<file path="config.mk">
export PLATFORM = sky130hd
export DESIGN_NAME = framed_upload_receiver_top
export DESIGN_NICKNAME = d
export VERILOG_FILES = /design/src/rtl/fur_pkg.sv /design/src/rtl/framed_upload_receiver_top.sv /design/src/rtl/fur_parser.sv /design/src/rtl/fur_out_queue.sv
export SDC_FILE = /design/constraint.sdc
export NUM_CORES = 1
export LEC_CHECK = 0
export ABC_AREA = 1
export BUFFER_PORTS_ARGS = -buffer_cell sky130_fd_sc_hd__buf_2
export CAP_MARGIN = 20
export CORE_MARGIN = 4
export CORE_UTILIZATION = 60
export CTS_CLUSTER_SIZE = 12
export DETAILED_ROUTE_END_ITERATION = 7
export PLACE_DENSITY_LB_ADDON = 0.08
export SLEW_MARGIN = 5
export SYNTH_ARGS = -nofsm -noshare
export SYNTH_HDL_FRONTEND = slang
export SYNTH_HIERARCHICAL = 1
export SYNTH_SLANG_ARGS = --single-unit
</file>
<file path="constraint.sdc">
create_clock -name clk_i -period 4.67 [get_ports clk_i]
set_input_delay 1.401 -clock clk_i [delete_from_list [all_inputs] [get_ports clk_i]]
set_output_delay 1.401 -clock clk_i [all_outputs]
set_load 0.01 [all_outputs]
</file>
<file path="src/rtl/fur_pkg.sv">
package fur_pkg;

  typedef enum logic [3:0] {
    PhHunt,
    PhVersion,
    PhCommand,
    PhSkipCmd,
    PhLang,
    PhPlen0,
    PhPlen1,
    PhPath,
    PhDlen,
    PhData,
    PhCrc
  } fur_phase_e;

  typedef enum logic [2:0] {
    StOk          = 3'd0,
    StBadLang     = 3'd1,
    StBadPath     = 3'd2,
    StCrcMismatch = 3'd3,
    StTooLarge    = 3'd4
  } fur_status_e;

  typedef enum logic [1:0] {
    KindReply = 2'd0,
    KindPath  = 2'd1,
    KindData  = 2'd2
  } fur_kind_e;

  typedef enum logic [1:0] {
    CfgLang0  = 2'd0,
    CfgLang1  = 2'd1,
    CfgMaxLen = 2'd2
  } fur_cfg_e;

  typedef struct packed {
    fur_kind_e   kind;
    logic [7:0]  data;
    fur_status_e status;
    logic        last;
  } fur_result_t;

  // Up to two words produced by one received byte, in delivery order.
  typedef struct packed {
    logic [1:0]  count;
    fur_result_t first;
    fur_result_t second;
  } fur_emit_t;

  localparam int unsigned DefMaxPathLen = 220;
  localparam int unsigned QueueDepth    = 4;
  localparam int unsigned QueuePtrW     = $clog2(QueueDepth);
  localparam int unsigned QueueCntW     = $clog2(QueueDepth + 1);

  localparam logic        DefLang0      = 1'b1;
  localparam logic        DefLang1      = 1'b0;
  localparam logic [31:0] DefMaxPayload = 32'd524288;

  localparam logic [31:0] CrcPoly = 32'hEDB8_8320;
  localparam logic [31:0] CrcInit = 32'hFFFF_FFFF;

  // Sync pattern, first byte in the lowest lane.
  localparam logic [3:0][7:0] MagicWord = {8'h54, 8'h41, 8'h4B, 8'h41};

  localparam logic [7:0] VersionOne = 8'h01;
  localparam logic [7:0] CmdPing    = 8'h01;
  localparam logic [7:0] CmdPut     = 8'h02;
  localparam logic [7:0] LangZero   = 8'h00;
  localparam logic [7:0] LangOne    = 8'h01;

  localparam logic [7:0] CharSpace     = 8'h20;
  localparam logic [7:0] CharDot       = 8'h2E;
  localparam logic [7:0] CharSlash     = 8'h2F;
  localparam logic [7:0] CharColon     = 8'h3A;
  localparam logic [7:0] CharBackslash = 8'h5C;

  // Reflected CRC-32 update for one byte.
  function automatic logic [31:0] crc32_byte(logic [31:0] crc, logic [7:0] b);
    logic [31:0] c;
    c = crc ^ {24'h0, b};
    for (int i = 0; i < 8; i++) begin
      c = (c >> 1) ^ (CrcPoly & {32{c[0]}});
    end
    return c;
  endfunction

endpackage

</file>
<file path="src/rtl/framed_upload_receiver_top.sv">
// Path: a byte is registered on acceptance and its words enter the output queue
//   when the parser takes it, which waits while the queue lacks room for a pair.
// Throughput: one byte per cycle while the sink keeps up; a rejected path's last byte
//   yields two words; input stalls while the four-word output queue holds over two.
// Reset (rst_ni low, asynchronous): parser hunts for the sync pattern, queue empty,
//   registers return to lang0 on, lang1 off, payload limit 524288.
module framed_upload_receiver_top import fur_pkg::*; #(
  parameter int unsigned MAX_PATH_LEN = DefMaxPathLen
) (
  input  logic        clk_i,
  input  logic        rst_ni,
  input  logic        s_axis_tvalid,
  output logic        s_axis_tready,
  input  logic [7:0]  s_axis_tdata,   // [7:0] rx_byte
  output logic        m_axis_tvalid,
  input  logic        m_axis_tready,
  output logic [15:0] m_axis_tdata,   // [7:0] out_byte, [10:8] reply_status
  output logic [1:0]  m_axis_tuser,   // [1:0] out_kind
  output logic        m_axis_tlast,   // is_last
  input  logic        cfg_valid_i,
  output logic        cfg_ready_o,
  input  logic [1:0]  cfg_index_i,
  input  logic [31:0] cfg_data_i
);

  logic        lang0_q, lang1_q;
  logic [31:0] max_len_q;
  logic        in_valid_q;
  logic [7:0]  in_byte_q;
  logic        space;
  logic        fire;
  fur_emit_t   emit;
  fur_result_t head;

  assign cfg_ready_o = 1'b1;

  always_ff @(posedge clk_i or negedge rst_ni) begin
    if (!rst_ni) begin
      lang0_q   <= DefLang0;
      lang1_q   <= DefLang1;
      max_len_q <= DefMaxPayload;
    end else if (cfg_valid_i && cfg_ready_o) begin
      unique case (cfg_index_i)
        CfgLang0:  lang0_q   <= cfg_data_i[0];
        CfgLang1:  lang1_q   <= cfg_data_i[0];
        CfgMaxLen: max_len_q <= cfg_data_i;
        default:   ;
      endcase
    end
  end

  assign fire          = in_valid_q && space;
  assign s_axis_tready = !in_valid_q || fire;

  always_ff @(posedge clk_i or negedge rst_ni) begin
    if (!rst_ni) begin
      in_valid_q <= 1'b0;
    end else if (s_axis_tready) begin
      in_valid_q <= s_axis_tvalid;
    end
  end

  always_ff @(posedge clk_i) begin
    if (s_axis_tvalid && s_axis_tready) begin
      in_byte_q <= s_axis_tdata;
    end
  end

  fur_parser #(
    .MAX_PATH_LEN(MAX_PATH_LEN)
  ) u_parser (
    .clk_i     (clk_i),
    .rst_ni    (rst_ni),
    .fire_i    (fire),
    .byte_i    (in_byte_q),
    .lang0_en_i(lang0_q),
    .lang1_en_i(lang1_q),
    .max_len_i (max_len_q),
    .emit_o    (emit)
  );

  fur_out_queue u_queue (
    .clk_i  (clk_i),
    .rst_ni (rst_ni),
    .push_i (fire),
    .emit_i (emit),
    .space_o(space),
    .valid_o(m_axis_tvalid),
    .ready_i(m_axis_tready),
    .head_o (head)
  );

  assign m_axis_tdata = {5'b00000, head.status, head.data};
  assign m_axis_tuser = head.kind;
  assign m_axis_tlast = head.last;

endmodule

</file>
<file path="src/rtl/fur_parser.sv">
module fur_parser import fur_pkg::*; #(
  parameter int unsigned MAX_PATH_LEN = DefMaxPathLen
) (
  input  logic        clk_i,
  input  logic        rst_ni,
  input  logic        fire_i,
  input  logic [7:0]  byte_i,
  input  logic        lang0_en_i,
  input  logic        lang1_en_i,
  input  logic [31:0] max_len_i,
  output fur_emit_t   emit_o
);

  fur_phase_e  phase_q, phase_d;
  logic [1:0]  match_q, match_d;
  logic [31:0] cnt_q, cnt_d;
  logic [7:0]  lang_q, lang_d;
  logic [15:0] plen_q, plen_d;
  logic        rej_q, rej_d;
  logic [1:0]  dots_q, dots_d;
  logic [31:0] paylen_q, paylen_d;
  logic [31:0] crc_q, crc_d;
  logic [31:0] rcv_q, rcv_d;

  logic [31:0] cnt_inc;
  logic [31:0] lane_val;
  logic [15:0] plen_full;
  logic        rej_n;
  logic [1:0]  dots_n;
  logic        rej_f;
  logic        lang_ok;
  logic [31:0] paylen_next;
  logic [31:0] rcv_next;

  always_comb begin
    cnt_inc     = cnt_q + 32'd1;
    lane_val    = {24'h0, byte_i} << {cnt_q[1:0], 3'b000};
    plen_full   = {byte_i, plen_q[7:0]};
    paylen_next = paylen_q | lane_val;
    rcv_next    = rcv_q | lane_val;

    rej_n = rej_q;
    if ((cnt_q == 32'd0) && (byte_i == CharSlash || byte_i == CharBackslash)) begin
      rej_n = 1'b1;
    end
    if (byte_i < CharSpace || byte_i == CharBackslash || byte_i == CharColon) begin
      rej_n = 1'b1;
    end
    if (byte_i == CharSlash) begin
      if (dots_q == 2'd2) begin
        rej_n = 1'b1;
      end
      dots_n = 2'd0;
    end else if (byte_i == CharDot) begin
      dots_n = (dots_q == 2'd3) ? 2'd3 : dots_q + 2'd1;
    end else begin
      dots_n = 2'd3;
    end
    rej_f   = rej_n | (dots_n == 2'd2);
    lang_ok = (lang_q == LangZero && lang0_en_i) || (lang_q == LangOne && lang1_en_i);
  end

  always_comb begin
    phase_d  = phase_q;
    match_d  = match_q;
    cnt_d    = cnt_q;
    lang_d   = lang_q;
    plen_d   = plen_q;
    rej_d    = rej_q;
    dots_d   = dots_q;
    paylen_d = paylen_q;
    crc_d    = crc_q;
    rcv_d    = rcv_q;
    emit_o   = '0;

    unique case (phase_q)
      PhHunt: begin
        if (byte_i != MagicWord[match_q]) begin
          match_d = (byte_i == MagicWord[0]) ? 2'd1 : 2'd0;
        end else if (match_q == 2'd3) begin
          match_d = 2'd0;
          phase_d = PhVersion;
        end else begin
          match_d = match_q + 2'd1;
        end
      end
      PhVersion: begin
        phase_d = (byte_i == VersionOne) ? PhCommand : PhSkipCmd;
      end
      PhSkipCmd: begin
        phase_d = PhHunt;
        match_d = 2'd0;
        cnt_d   = '0;
      end
      PhCommand: begin
        if (byte_i == CmdPut) begin
          phase_d = PhLang;
        end else begin
          phase_d = PhHunt;
          match_d = 2'd0;
          cnt_d   = '0;
          if (byte_i == CmdPing) begin
            emit_o.count        = 2'd1;
            emit_o.first.kind   = KindReply;
            emit_o.first.status = StOk;
          end
        end
      end
      PhLang: begin
        lang_d  = byte_i;
        phase_d = PhPlen0;
      end
      PhPlen0: begin
        plen_d  = {8'h00, byte_i};
        phase_d = PhPlen1;
      end
      PhPlen1: begin
        plen_d = plen_full;
        if (plen_full == 16'd0 || plen_full >= 16'(MAX_PATH_LEN)) begin
          phase_d = PhHunt;
          match_d = 2'd0;
          cnt_d   = '0;
          emit_o.count        = 2'd1;
          emit_o.first.kind   = KindReply;
          emit_o.first.status = StBadPath;
        end else begin
          rej_d   = 1'b0;
          dots_d  = 2'd0;
          cnt_d   = '0;
          phase_d = PhPath;
        end
      end
      PhPath: begin
        rej_d  = rej_n;
        dots_d = dots_n;
        cnt_d  = cnt_inc;
        emit_o.count      = 2'd1;
        emit_o.first.kind = KindPath;
        emit_o.first.data = byte_i;
        if (cnt_inc == {16'h0, plen_q}) begin
          emit_o.first.last = 1'b1;
          rej_d = rej_f;
          if (rej_f || !lang_ok) begin
            phase_d = PhHunt;
            match_d = 2'd0;
            cnt_d   = '0;
            emit_o.count         = 2'd2;
            emit_o.second.kind   = KindReply;
            emit_o.second.status = rej_f ? StBadPath : StBadLang;
          end else begin
            cnt_d    = '0;
            paylen_d = '0;
            phase_d  = PhDlen;
          end
        end
      end
      PhDlen: begin
        paylen_d = paylen_next;
        cnt_d    = cnt_inc;
        if (cnt_q[1:0] == 2'd3) begin
          cnt_d = '0;
          if (paylen_next > max_len_i) begin
            phase_d = PhHunt;
            match_d = 2'd0;
            emit_o.count        = 2'd1;
            emit_o.first.kind   = KindReply;
            emit_o.first.status = StTooLarge;
          end else begin
            crc_d   = CrcInit;
            rcv_d   = '0;
            phase_d = (paylen_next == 32'd0) ? PhCrc : PhData;
          end
        end
      end
      PhData: begin
        crc_d = crc32_byte(crc_q, byte_i);
        cnt_d = cnt_inc;
        emit_o.count      = 2'd1;
        emit_o.first.kind = KindData;
        emit_o.first.data = byte_i;
        if (cnt_inc == paylen_q) begin
          emit_o.first.last = 1'b1;
          cnt_d   = '0;
          phase_d = PhCrc;
        end
      end
      PhCrc: begin
        rcv_d = rcv_next;
        cnt_d = cnt_inc;
        if (cnt_q[1:0] == 2'd3) begin
          phase_d = PhHunt;
          match_d = 2'd0;
          cnt_d   = '0;
          emit_o.count        = 2'd1;
          emit_o.first.kind   = KindReply;
          emit_o.first.status = ((~crc_q) == rcv_next) ? StOk : StCrcMismatch;
        end
      end
      default: begin
        phase_d = PhHunt;
        match_d = 2'd0;
        cnt_d   = '0;
      end
    endcase
  end

  always_ff @(posedge clk_i or negedge rst_ni) begin
    if (!rst_ni) begin
      phase_q  <= PhHunt;
      match_q  <= 2'd0;
      cnt_q    <= '0;
      lang_q   <= '0;
      plen_q   <= '0;
      rej_q    <= 1'b0;
      dots_q   <= 2'd0;
      paylen_q <= '0;
      crc_q    <= CrcInit;
      rcv_q    <= '0;
    end else if (fire_i) begin
      phase_q  <= phase_d;
      match_q  <= match_d;
      cnt_q    <= cnt_d;
      lang_q   <= lang_d;
      plen_q   <= plen_d;
      rej_q    <= rej_d;
      dots_q   <= dots_d;
      paylen_q <= paylen_d;
      crc_q    <= crc_d;
      rcv_q    <= rcv_d;
    end
  end

endmodule

</file>
<file path="src/rtl/fur_out_queue.sv">
module fur_out_queue import fur_pkg::*; (
  input  logic        clk_i,
  input  logic        rst_ni,
  input  logic        push_i,
  input  fur_emit_t   emit_i,
  output logic        space_o,
  output logic        valid_o,
  input  logic        ready_i,
  output fur_result_t head_o
);

  fur_result_t          mem_q [QueueDepth];
  logic [QueuePtrW-1:0] wr_q, rd_q;
  logic [QueueCntW-1:0] cnt_q;
  logic [1:0]           push_n;
  logic                 pop;

  assign push_n  = push_i ? emit_i.count : 2'd0;
  assign pop     = valid_o && ready_i;
  assign valid_o = (cnt_q != '0);
  assign head_o  = mem_q[rd_q];
  // Room for a full pair regardless of what drains this cycle.
  assign space_o = (cnt_q <= QueueCntW'(QueueDepth - 2));

  always_ff @(posedge clk_i) begin
    if (push_n != 2'd0) begin
      mem_q[wr_q] <= emit_i.first;
    end
    if (push_n == 2'd2) begin
      mem_q[wr_q + QueuePtrW'(1)] <= emit_i.second;
    end
  end

  always_ff @(posedge clk_i or negedge rst_ni) begin
    if (!rst_ni) begin
      wr_q  <= '0;
      rd_q  <= '0;
      cnt_q <= '0;
    end else begin
      wr_q  <= wr_q + QueuePtrW'(push_n);
      rd_q  <= rd_q + QueuePtrW'(pop);
      cnt_q <= cnt_q + QueueCntW'(push_n) - QueueCntW'(pop);
    end
  end

endmodule

</file>
==> results of run 1 <==
## routing by layer
metal / track usage (%) / part of all wire (%) / vias to the layer above
met4: 14.1 / 4.8 / 2
met3: 6.44 / 9.2 / 175
met1: 45.9 / 41 / 7862
li1: - / - / 7998
met5: 0 / 0.023 / -
met2: 52.1 / 45 / 849
## layout make-up
cell class	count	area (µm²)	share of cell area (%)
Sequential cell	267	7040	36.3
Inverter	306	1150	5.91
Clock inverter	11	126	0.651
Clock buffer	45	868	4.47
Multi-Input combinational cell	1788	9040	46.6
Tap cell	384	480	2.47
Timing Repair Buffer	111	712	3.67
## logic make-up (layout without fill, tap and decap cells)
| kind of cell | Yosys count | in the layout |
|---|---|---|
| multiplexers | 1 | 1 |
| AO/OA/AOI/OAI | 335 | 335 |
| other | 3 | 18 |
| AND/OR/NAND/NOR | 1291 | 1291 |
| XOR/XNOR | 102 | 102 |
| adder cells (fa/ha/maj) | 41 | 41 |
| buffers and inverters | 410 | 473 |
| flip-flops | 267 | 267 |
## how the worst max path moves through the flow
stage,start,to,slack (ns),cells after the start
4_1_cts,u_parser/cnt_q[1]$_DFFE_PN0P_,u_queue/cnt_q[2]$_DFF_PN0_,0.28,26
2_1_floorplan,u_parser/cnt_q[0]$_DFFE_PN0P_,u_queue/cnt_q[2]$_DFF_PN0_,1.04,29
6_report,u_parser/cnt_q[1]$_DFFE_PN0P_,u_queue/cnt_q[2]$_DFF_PN0_,0.37,26
3_5_place_dp,u_parser/cnt_q[1]$_DFFE_PN0P_,u_queue/cnt_q[2]$_DFF_PN0_,0.34,26
3_3_place_gp,u_parser/cnt_q[1]$_DFFE_PN0P_,u_queue/cnt_q[2]$_DFF_PN0_,0.47,26
5_1_grt,u_parser/cnt_q[1]$_DFFE_PN0P_,u_queue/cnt_q[2]$_DFF_PN0_,0.04,26
## cells in the mapped netlist (all sizes together)
cell     number
nand2       745
inv         302
o21ai       267
nand3       220
nor2        219
dfrtp       169
xor2         80
edfxtp       64
nand4        64
buf          61
clkbuf       43
a21oi        40
ha           40
dfstp        34
xnor2        22
nor3         19
nor4         16
o22ai         8
a31oi         7
clkinv        4
conb          3
o21bai        3
nand3b        2
nor3b         2
o2111ai       2
o21a          2
or2           2
a211oi        1
a21boi        1
a31o          1
and2          1
fa            1
mux2          1
o211ai        1
o311ai        1
o31ai         1
or3           1
## critical path, cell delays in order, from the launching register on
cell	delay, ns
dfrtp_1	0.41
buf_4	0.19
nand2_1	0.19
inv_1	0.18
nand2_1	0.14
nand2_1	0.11
ha_1	0.31
nand2_1	0.08
nor2_1	0.14
nand2_1	0.10
nor4_1	0.22
buf_4	0.18
nand2_1	0.05
nand2_1	0.10
nand3_1	0.21
o2111ai_2	0.28
nand2_1	0.09
inv_1	0.15
nand2_1	0.07
nand2_1	0.07
ha_1	0.13
inv_1	0.05
fa_1	0.37
xnor2_1	0.19
inv_1	0.06
nand2_1	0.05
nand2_1	0.05
## cell usage in the layout (no fill, tap or decap), drive strengths merged, types with 16 or more instances in the layout
cell	netlist	layout
inv	302	302
nor3	19	19
buf	61	110
nand3	220	220
dfrtp	169	169
o21ai	267	267
ha	40	40
xnor2	22	22
a21oi	40	40
nand4	64	64
xor2	80	80
dfstp	34	34
nor2	219	219
clkbuf	43	46
nand2	745	745
edfxtp	64	64
conb	3	18
nor4	16	16
## stage by stage
step | instances | utilization (%) | hold WS [ns] | setup WS [ns] | area, µm²
floorplan | 2465 | - | 0.436 | 1.04 | 17800
global placement | 2855 | 63.6 | 0.454 | 0.474 | 18400
detailed placement | 2855 | 63.6 | 0.458 | 0.337 | 18400
CTS | 2911 | 67.1 | 0.469 | 0.282 | 19400
global route | 2912 | 67.1 | 0.481 | 0.0439 | 19400
finish | 2912 | 67.1 | 0.466 | 0.369 | 19400
## flip-flops by register name, summed over array words and instances, names as in the netlist, 2 cells and up
| register | flops |
|---|---|
| u_parser/dots_q | 2 |
| u_queue/rd_q | 2 |
| u_parser/match_q | 2 |
| max_len_q | 32 |
| u_parser/lang_q | 8 |
| u_queue/cnt_q | 3 |
| u_parser/crc_q | 32 |
| u_parser/plen_q | 16 |
| u_queue/mem_q | 56 |
| u_parser/rcv_q | 32 |
| u_parser/paylen_q | 32 |
| u_queue/wr_q | 2 |
| u_parser/phase_q | 4 |
| in_byte_q | 8 |
| u_parser/cnt_q | 32 |
## what timing repair did
action / in CTS / in global routing
resized for setup: 0 / 1
setup buffers: 0 / 1
setup endpoints to repair: 0 / 1
## report_power, final
group	switching, W	internal [W]
sequential	0.0000429	0.00244
combinational	0.000319	0.000152
clock	0.000981	0.00140
==> results by group, run 1 <==
Status
  • Status: finished clean

Cells and area
  • Share of post-route cells with drive strength above 1: 12.2%
  • Area delta synth->final: 9.22%
  • # nets final: 2,592
  • Antenna diode count: 0
  • Filler cells: 2,545

Power
  • Pwr Density: 274 nW/µm²
  • Lkg Pwr: 9.35 nW
  • Worst VDD drop: 247 µV
  • Total power: 0.00533 W

Synth
  • Synth Area in Adders: 2.93%
  • Post-synthesis cell area: 17,800 µm²
  • Synth top area share: 23.8%
  • Synth area leader: dfrtp_1
  • Post-synthesis simple-gate area fraction: 31.9%
  • Post-Synth XOR/XNOR Area: 5.07%
  • Post-synthesis average cell area: 7.26 µm²
  • Synth Area in Compound Gates: 10.5%
  • Cell variety after synth: 53
  • Post-Syn Instances: 2,450
  • Post-synthesis mux area share: 0.0633%
  • Main combinational cell family by area after synthesis: simple AND/OR/NAND/NOR gates
  • Yosys reg bits: 267
  • Synth top area cells: dfrtp_1 24%, nand2_1 15%, edfxtp_1 11%
  • Synth Warn #: 6
  • Seq/Total Area, Yosys: 39.6%

Setup path
  • CP Class: flop to flop
  • Register-to-Register Path Depth: 26
  • Flop-to-flop setup slack: 0.37 ns
  • Startpoint Class: flop
  • CP Data Arrival Time: 4.75 ns
  • Endpoint type of the worst setup path: flop
  • Max FO, Critical Path: 11
  • CP required: 5.12 ns
  • RR Endpoint: u_queue/cnt_q[2]$_DFF_PN0_
  • FF-to-FF Start: u_parser/cnt_q[1]$_DFFE_PN0P_

Floorplan
  • Initial Util: 61.5%
  • Row Count: 62
  • Die X: 180 µm
  • Die Height: 180 µm
  • Core Area: 28,900 µm²
  • I/O Pins: 69
  • Total die area: 32,500 µm²

Global route
  • Vias in the first global route: 16,000
  • Initial antenna violation count: 1
  • GRT Total Usage: 33.4%
  • First-pass GRT wire length: 87.5 mm
  • Grt ovf: 0
  • Pin count of the biggest net entering global routing: 84

Clock tree
  • Sink Count: 267
  • Root buffer cell: clkbuf_16
  • CTS Buffer Depth: 3
  • CTS tree: done
  • Post-CTS Hold Buffers: 0
  • Cts bufs inserted: 30
  • Clk Latency, worst-skew pair: 0.57 ns
  • CTS H-tree depth: 1
  • Clk slew on worst S/H paths: 0.06 ns

STA
  • Slew @ Worst Pin: 0.907 ns
  • Fin. Hold Viols: 0
  • Tmin final: 4.30 ns
  • Max Freq: 233 MHz
  • Slew headroom: 39.3%
  • Pins Over Slew Limit: 0
  • Layout Skew: 0.0114 ns
  • Sum Neg Setup Slack: 0 ns
  • Fin crit share: 92.1%
  • Final setup fails: 0
  • RSZ-0062 raised after global routing: no

Detailed routing
  • DRT antenna net count: 0
  • DRC: 0
  • DR iter-0 viols: 1,958
  • Total wire length: 55.4 mm
  • 1st-pass router iterations: 6
  • Vias/cell: 5.80
  • Routed WL per cell: 19.0 µm
  • Via count: 16,900

Worst hold path
  • Hold Path Origin: max_len_q[19]$_DFFE_PN1P_
  • Worst min path class: flop to flop
  • Hold Path Sink: max_len_q[19]$_DFFE_PN1P_
  • Hold Path Depth: 2

Job
  • Max cap viols: 0

Place
  • Input/output buffers: 62
  • Routability congestion estimate: 1.08
  • HPWL after DPL: 42.0 mm
(Power assumes the default switching activity.)
==> inputs of run 2 (changes only) <==
PLACE_DENSITY_LB_ADDON = 0.2   (was 0.08)
TNS_END_PERCENT = 20   (was not set)
==> run 2 against run 1 <==
  * Sequential share of layout area increased by 0.061 points
  * Critical path depth fell by 2
  * Design area is 0.17% lower
  * Combinational power is essentially flat
  * Clock skew up 0.0082 ns
  * Cell count hardly changed
  * Clock power fell by 4%
  * Sequential cell count did not move
  * Critical path type unchanged
  * Critical endpoint unchanged
  * Highest routed layer is now met4
==> results by group, run 2 (same netlist as run 1, synthesis figures left out) <==
STA
  • Fin crit share: 88.8%
  • Tmin final: 4.15 ns
  • Slew headroom: 35.9%
  • Layout Skew: 0.0196 ns
  • Max Freq: 241 MHz
  • Pins Over Slew Limit: 0
  • Sum Neg Setup Slack: 0 ns
  • Slew @ Worst Pin: 0.957 ns
  • Final Hold Slack: 0.465 ns
  • Final setup fails: 0
  • Fin. Hold Viols: 0
  • RSZ-0062 raised after global routing: no
  • Worst setup margin: 0.525 ns

Power
  • Gate power share: 9.1%
  • Lkg Pwr: 9.32 nW
  • Sw power: 0.00133 W
  • Total power: 0.00524 W
  • Power share of the clock group: 43.5%
  • Sw frac: 25.5%
  • Internal: 0.00391 W
  • Worst VDD drop: 306 µV
  • Pwr Density: 270 nW/µm²
  • Flop pwr share: 47.4%

Global route
  • First-pass GRT wire length: 88.6 mm
  • Pin count of the biggest net entering global routing: 82
  • GRT Total Usage: 33.9%
  • Grt ovf: 0
  • Vias in the first global route: 15,900
  • Initial antenna violation count: 0

Place
  • Routability congestion estimate: 1.06
  • HPWL after DPL: 43.0 mm
  • Pre-CTS setup slack: 0.435 ns
  • Input/output buffers: 62

Clock tree
  • CTS tree: done
  • Root buffer cell: clkbuf_16
  • CTS Buffer Depth: 3
  • Clk slew on worst S/H paths: 0.06 ns
  • Cts bufs inserted: 29
  • Sink Count: 267
  • CTS H-tree depth: 1
  • Clk Latency, worst-skew pair: 0.58 ns
  • Post-CTS Hold Buffers: 0

Detailed routing
  • Routed WL per cell: 19.5 µm
  • DRC: 0
  • DR iter-0 viols: 2,040
  • DRT antenna net count: 0
  • Vias/cell: 5.80
  • Total wire length: 56.7 mm
  • 1st-pass router iterations: 5
  • Via count: 16,900

Floorplan
  • Die Height: 180 µm
  • Row Count: 62
  • Total die area: 32,500 µm²
  • Die X: 180 µm
  • Core Area: 28,900 µm²
  • Initial Util: 61.5%
  • I/O Pins: 69

Cells and area
  • Max FFs per register: 56
  • Antenna diode count: 0
  • Area delta synth->final: 9.04%
  • Share of post-route cells with drive strength above 1: 12.1%
  • Biggest register: u_queue/mem_q
  • # nets final: 2,593
  • Commonest non-fill, non-tap cells in the layout: 701 x nand2_1, 296 x inv_1, 214 x nand3_1
  • Commonest non-fill, non-tap cell in the layout: nand2_1

Setup path
  • Startpoint Class: flop
  • CP Data Arrival Time: 4.61 ns
  • Max FO, Critical Path: 8
  • Endpoint type of the worst setup path: flop
  • CP required: 5.13 ns
  • CP Class: flop to flop

Status
  • Status: finished clean

Job
  • Max cap viols: 0

Worst hold path
  • Worst min path class: flop to flop
==> run 2: changes by cell type in the layout (fill, tap and decap cells not counted), moves of 2 or more <==
cell / delta
clkinv_4: -3
clkinv_1: +4
clkbuf_1: -3
clkbuf_16: -2
==> run 2: final timing paths <==
check	from	slack (ns)	endpoint	cells after the start
hold reg to reg	max_len_q[19]$_DFFE_PN1P_	0.46	max_len_q[19]$_DFFE_PN1P_	2
setup / recovery	u_parser/cnt_q[1]$_DFFE_PN0P_	0.52	u_queue/cnt_q[2]$_DFF_PN0_	24
min in group asynchronous	rst_ni	0.82	u_parser/cnt_q[30]$_DFFE_PN0P_	1
max in group asynchronous	rst_ni	2.78	u_parser/crc_q[21]$_DFFE_PN1P_	2
setup reg to reg	u_parser/cnt_q[1]$_DFFE_PN0P_	0.52	u_queue/cnt_q[2]$_DFF_PN0_	24
hold / removal	max_len_q[19]$_DFFE_PN1P_	0.46	max_len_q[19]$_DFFE_PN1P_	2
==> run 2: power by group through the flow <==
stage	sequential (W)	combinational, W	clock (W)
global route	0.00249	0.000531	0.00242
CTS	0.00249	0.000468	0.00231
detailed placement	0.00253	0.000464	0
finish	0.00249	0.000474	0.00228
global placement	0.00253	0.000455	0
floorplan	0.00250	0.000318	0
==> run 2: what timing repair did <==
item                                    4_1_cts  5_1_grt
gates resized for setup                       0        2
endpoints found under the setup margin        0        1
setup buffers                                 0        0
==> run 2: routing by layer <==
layer	track usage [%]	wire, µm	vias up
met5	0	0	-
met4	11.1	2140	0
met3	5.89	5580	142
met2	53.7	25600	850
met1	47.8	23400	7855
li1	-	-	8017
==> run 2: per-stage QoR <==
| stage | std cells | area (µm²) | utilization, % |
|---|---|---|---|
| floorplan | 2465 | 17800 | - |
| global placement | 2857 | 18400 | 63.7 |
| detailed placement | 2858 | 18500 | 63.8 |
| CTS | 2910 | 19400 | 67.0 |
| global route | 2910 | 19400 | 67.0 |
| finish | 2910 | 19400 | 67.0 |
==> run 2: cell type report <==
| type | instances | area [µm²] |
|---|---|---|
| clock buffers | 40 | 807 |
| well taps | 384 | 480 |
| repair buffers | 113 | 739 |
| multi-input cells | 1788 | 9050 |
| clock inverters | 12 | 121 |
| fillers | 2480 | 9540 |
| inverters | 306 | 1150 |
| flip-flops and latches | 267 | 7040 |
==> run 2: worst max-delay path: stages (launching register included) <==
cell and delay [ns]:
dfrtp_1 0.45, nand2_1 0.18, inv_1 0.18, nand2_1 0.15
nand2_1 0.11, ha_1 0.30, nand2_1 0.07, nor2_1 0.15
nand2_1 0.11, nor4_2 0.25, nand2_1 0.10, nand2_1 0.11
nand3_1 0.18, o2111ai_2 0.32, nand2_1 0.13, inv_1 0.16
nand2_1 0.07, nand2_1 0.06, ha_1 0.14, inv_1 0.05
fa_1 0.38, xnor2_1 0.19, inv_1 0.07, nand2_1 0.06
nand2_1 0.05
